<file path="config.mk">
export PLATFORM = sky130hd
export DESIGN_NAME = pee_ctrl
export DESIGN_NICKNAME = d
export VERILOG_FILES = /design/src/hdl/pee_pkg.sv /design/src/hdl/pee_ctrl.sv
export SDC_FILE = /design/constraint.sdc
export NUM_CORES = 1
export LEC_CHECK = 0
export BUFFER_PORTS_ARGS = -buffer_cell sky130_fd_sc_hd__buf_2
export CORE_AREA = 2 2 39 41
export DETAILED_ROUTE_END_ITERATION = 6
export DIE_AREA = 0 0 41 43
export GPL_TIMING_DRIVEN = 0
export PLACE_DENSITY = 0.35
export SYNTH_ARGS = -nofsm -noshare
export SYNTH_HDL_FRONTEND = slang
export SYNTH_SLANG_ARGS = --single-unit
</file>
<file path="constraint.sdc">
create_clock -name aclk -period 2.25 [get_ports aclk]
set_input_delay 0.45 -clock aclk [delete_from_list [all_inputs] [get_ports aclk]]
set_output_delay 0.45 -clock aclk [all_outputs]
set_load 0.005 [all_outputs]
</file>
<file path="src/hdl/pee_pkg.sv">
// shared types and constants of the postfix expression evaluator
// no dependencies; used by every module of the block
package pee_pkg;

    localparam int DATA_W    = 32;
    localparam int SYM_W     = 8;
    localparam int DIV_CNT_W = $clog2(DATA_W);

    // ascii codes of the accepted symbols
    localparam logic [SYM_W-1:0] CHAR_ZERO  = 8'h30;
    localparam logic [SYM_W-1:0] CHAR_NINE  = 8'h39;
    localparam logic [SYM_W-1:0] CHAR_PLUS  = 8'h2B;
    localparam logic [SYM_W-1:0] CHAR_MINUS = 8'h2D;
    localparam logic [SYM_W-1:0] CHAR_STAR  = 8'h2A;
    localparam logic [SYM_W-1:0] CHAR_SLASH = 8'h2F;

    typedef enum logic [2:0] {
        ST_OK        = 3'd0,
        ST_OVERFLOW  = 3'd1,
        ST_UNDERFLOW = 3'd2,
        ST_INVALID   = 3'd3,
        ST_DIVZERO   = 3'd4
    } status_t;

    typedef enum logic [1:0] {
        S_IDLE,
        S_EXEC,
        S_DIV,
        S_FINISH
    } state_t;

    // controller to datapath
    typedef struct packed {
        logic capture;
        logic exec;
        logic div_commit;
        logic finish;
    } ctrl_cmd_t;

    // datapath to controller
    typedef struct packed {
        logic need_div;
        logic last;
        logic div_done;
        logic out_free;
    } dp_status_t;

endpackage

</file>
<file path="src/hdl/pee_ctrl.sv">
// controller state machine: sequences accept, evaluation, division wait and result
// depends on pee_pkg
module pee_ctrl (
    input  logic                 aclk,
    input  logic                 aresetn,
    input  logic                 s_valid,
    output logic                 s_ready,
    input  pee_pkg::dp_status_t  status,
    output pee_pkg::ctrl_cmd_t   cmd
);

    pee_pkg::state_t state_reg, state_next;

    // next state
    always_comb begin
        state_next = state_reg;
        case (state_reg)
            pee_pkg::S_IDLE: begin
                if (s_valid) begin
                    state_next = pee_pkg::S_EXEC;
                end
            end
            pee_pkg::S_EXEC: begin
                if (status.need_div) begin
                    state_next = pee_pkg::S_DIV;
                end else if (status.last) begin
                    state_next = pee_pkg::S_FINISH;
                end else begin
                    state_next = pee_pkg::S_IDLE;
                end
            end
            pee_pkg::S_DIV: begin
                if (status.div_done) begin
                    state_next = status.last ? pee_pkg::S_FINISH : pee_pkg::S_IDLE;
                end
            end
            pee_pkg::S_FINISH: begin
                if (status.out_free) begin
                    state_next = pee_pkg::S_IDLE;
                end
            end
            default: begin
                state_next = pee_pkg::S_IDLE;
            end
        endcase
    end

    // outputs
    always_comb begin
        s_ready        = (state_reg == pee_pkg::S_IDLE);
        cmd.capture    = (state_reg == pee_pkg::S_IDLE) && s_valid;
        cmd.exec       = (state_reg == pee_pkg::S_EXEC);
        cmd.div_commit = (state_reg == pee_pkg::S_DIV) && status.div_done;
        cmd.finish     = (state_reg == pee_pkg::S_FINISH) && status.out_free;
    end

    always_ff @(posedge aclk) begin
        if (!aresetn) begin
            state_reg <= pee_pkg::S_IDLE;
        end else begin
            state_reg <= state_next;
        end
    end

endmodule

</file>
# [After elaboration in Yosys (flattened, before gate mapping)]
# Index checks and enable logic that the tools add are counted.
[totals] regBits=2 inputBits=7
[classes] n_eq_ne=6 mux=6 n_reduce_logical=5
[ops] operator="$mux W2" n=5
[ops] operator="$pmux W2 S4" n=1
[ops] operator="$ne A2 B2 Y1 const B" n=3
[ops] operator="$eq A2 B2 Y1 const B" n=2
[ops] operator="$logic_and A1 B1 Y1" n=3
[ops] operator="$reduce_and A3 Y1" n=1
[ops] operator="$eq A2 B1 Y1 const B" n=1
[ops] operator="$logic_not A2 Y1" n=1

# [Depth between registers and ports, before layout]
[depth] ltp_word=3 mapped_depth=4 mapped_depth_nobuf=3

# [Worst setup path before layout]
# OpenSTA, ideal clock, no wires.
[synth_path] path_type="register to output" startpoint="register state_reg[1]" endpoint="output cmd[0] in the netlist's numbering" arrival_time_ps=644 required_time_ps=1800 setup_slack_ps=1156 stages_incl_launch_ff=3 path_buffers=1 cell_sequence="dfxtp_1 -> buf_6 -> and3_4"
[synth_lines] item="start, declared" line="pee_ctrl.sv:12" rtl="pee_pkg::state_t state_reg, state_next;"
[synth_lines] item="start signal, assigned" line="pee_ctrl.sv:59" rtl="state_reg <= pee_pkg::S_IDLE;"
[synth_lines] item="start signal, assigned" line="pee_ctrl.sv:61" rtl="state_reg <= state_next;"
[synth_lines] item="end, declared" line="pee_ctrl.sv:9" rtl="output pee_pkg::ctrl_cmd_t cmd"

==> results.py <==
metrics = {
    "run_status": {
        "status": "finished, final reports clean",
    },
    "floorplanning": {
        "die_w_um": 41,
        "core_area_sq_mm": 0.00138,
        "start_util": 0.121,
        "core.rowCount": 14,
        "io_pins": 12,
        "die_y_um": 43,
        "die_area_sq_mm": 0.00176,
    },
    "logic_synthesis": {
        "synthTopCellsByArea": "dfxtp_1 (24%), o32ai_2 (9.7%), and3_4 (6.7%), buf_6 (6.7%), o221a_1 (6.7%)",
        "synth_largest_area_cell": "dfxtp_1",
        "syn_avg_cell_area_sq_um": 7.98,
        "yosys_most_used_dff": "dfxtp_1",
        "netlist_instances": 21,
        "async_flop_share": 0,
        "syn_nets": 28,
        "synth_edf_count": 0,
        "synthTopCellsByCount": "a21oi_1 (2), dfxtp_1 (2), nor2_1 (2), nor3_1 (2)",
        "syn_area_sq_um": 168,
        "synth_top_area_frac": 0.239,
        "synth.distinct_cells": 17,
        "synth_seq_cells": 2,
        "synth_seq_area_share": 0.239,
        "synth_warnings": 0,
    },
    "global_route": {
        "grt-ovfl-total": 0,
        "grt_usage": 0.0683,
        "antenna_found_initial": 0,
        "grt_pass1_wl_um": 690,
        "grt_start_max_net_pins": 11,
        "grt_pass1_vias": 181,
    },
    "timing": {
        "period_share": 0.652,
        "fin_hold_ws_ns": 0.484,
        "period_needed_ns": 1.47,
        "finalSetupViolCount": 0,
        "max_clock_freq_mhz": 682,
        "finalSetupTns_ns": 0,
        "slew_headroom": 0.873,
        "rsz0062_at_grt": "no",
        "hold_violations": 0,
        "tightest_slew_ns": 0.189,
        "fin_skew_ns": 0.00297,
        "final_max_slew_viol_count": 0,
    },
    "run": {
        "drv_cap": 0,
    },
    "pwr": {
        "p_leak_nw": 0.129,
        "ir_drop_v": 0.000170,
        "power_density_mw_per_mm2": 661,
        "p_total_mw": 0.175,
    },
    "layout": {
        "fin_nets": 44,
        "multi_input_area_sq_um": 101,
        "seq_area_sq_um": 40.0,
        "drive_gt1_frac": 0.571,
        "area_growth_pct": 58.2,
        "fillCellCount": 167,
        "largest_reg_flops": 2,
        "diodes": 0,
    },
    "cts": {
        "clk-insertion-delay-late_ns": 0.23,
        "post_cts_buffers": 0,
        "cts-root-buf": "clkbuf_4",
        "clk_pin_slew_ns": 0.03,
        "clock_sinks": 2,
        "cts_buffers": 3,
        "postCtsHoldBufs": 0,
        "cts_buffer_depth": 2,
        "ctsResizeCount": 0,
        "htreeDepth": 1,
        "cts_tree": "yes",
    },
    "worst_setup_path": {
        "cp_max_fo": 10,
        "cp_slowest_cell": "dfxtp_1",
        "arrival_ns": 1.02,
        "endpoint_kind": "output port",
        "crit_path_cell_trace": "buf_6, and3_4, buf_2",
        "cp_data_required_time_ns": 1.80,
        "startpoint_type": "register",
        "setup.worst_path.class": "reg -> out",
        "cpPeakStageDelay_ns": 0.35,
    },
    "placement": {
        "port-buffer-count": 11,
        "place_congestion": 0.692,
    },
    "routing": {
        "drc": 0,
        "drt_pass1_iterations": 2,
        "first_iter_violations": 1,
        "via_per_inst": 3.84,
        "drt_wl_total_um": 462,
        "num_vias": 196,
        "antenna_left": 0,
        "wire_per_inst_um": 9.06,
    },
    "min_path": {
        "hp-class": "in -> reg",
    },
}
[layout by cell type, fill, tap and decap left out, drive strengths merged, types with 2 or more instances in the layout]
master,n
nor3,2
nor2,2
clkbuf,3
inv,2
buf,13
dfxtp,2
nand2,2
a21oi,2
[power breakdown]
part / total (mW) / switching (mW) / internal (mW)
Sequential: 0.0416 / 0.00189 / 0.0397
Combinational: 0.0508 / 0.0247 / 0.0261
Clock: 0.0830 / 0.0239 / 0.0591
[final cells by class]
type | count | area share
Buffer | 2 | 0.0708
Clock buffer | 3 | 0.0849
Inverter | 2 | 0.0283
Multi-Input combinational cell | 15 | 0.382
Sequential cell | 2 | 0.151
Tap cell | 16 | 0.0755
Timing Repair Buffer | 11 | 0.208
[metal layers]
layer | up-vias | global-route usage | wire length, um
met3 | 2 | 0.0471 | 45
met1 | 82 | 0.0740 | 197
met4 | 0 | 0.0800 | 19
met5 | - | 0 | 0
li1 | 102 | - | -
met2 | 10 | 0.0750 | 199
[path summary, 6_finish.rpt]
path                start            to  slack (ns)  depth (start not counted)
max          state_reg[1]        cmd[0]        0.78                          3
min               aresetn  state_reg[1]        0.48                          3
max reg2reg  state_reg[1]  state_reg[0]        1.29                          4
min reg2reg  state_reg[0]  state_reg[0]        0.66                          2
[metrics by stage]
step                std cells  instance area [sq um]  setup slack (ns)   util
floorplan                  21                    168              1.16      -
global placement           48                    243             0.945  0.175
detailed placement         48                    243             0.949  0.175
CTS                        51                    265             0.776  0.192
global route               51                    265             0.731  0.192
finish                     51                    265             0.784  0.192
[logic make-up (layout without fill, tap and decap cells)]
group	count (synthesis)	after routing	synth area share
AO/OA/AOI/OAI	6	6	0.299
buffers and inverters	4	18	0.157
flip-flops	2	2	0.239
AND/OR/NAND/NOR	9	9	0.306
[worst max-delay path: cells and delay by family (launching register included)]
| family | cells | cell delay (ns) |
|---|---|---|
| buffers and inverters | 2 | 0.25 |
| DFF | 1 | 0.35 |
| and+or+nand+nor | 1 | 0.18 |
Note: power is estimated with default switching activity, not from simulation.
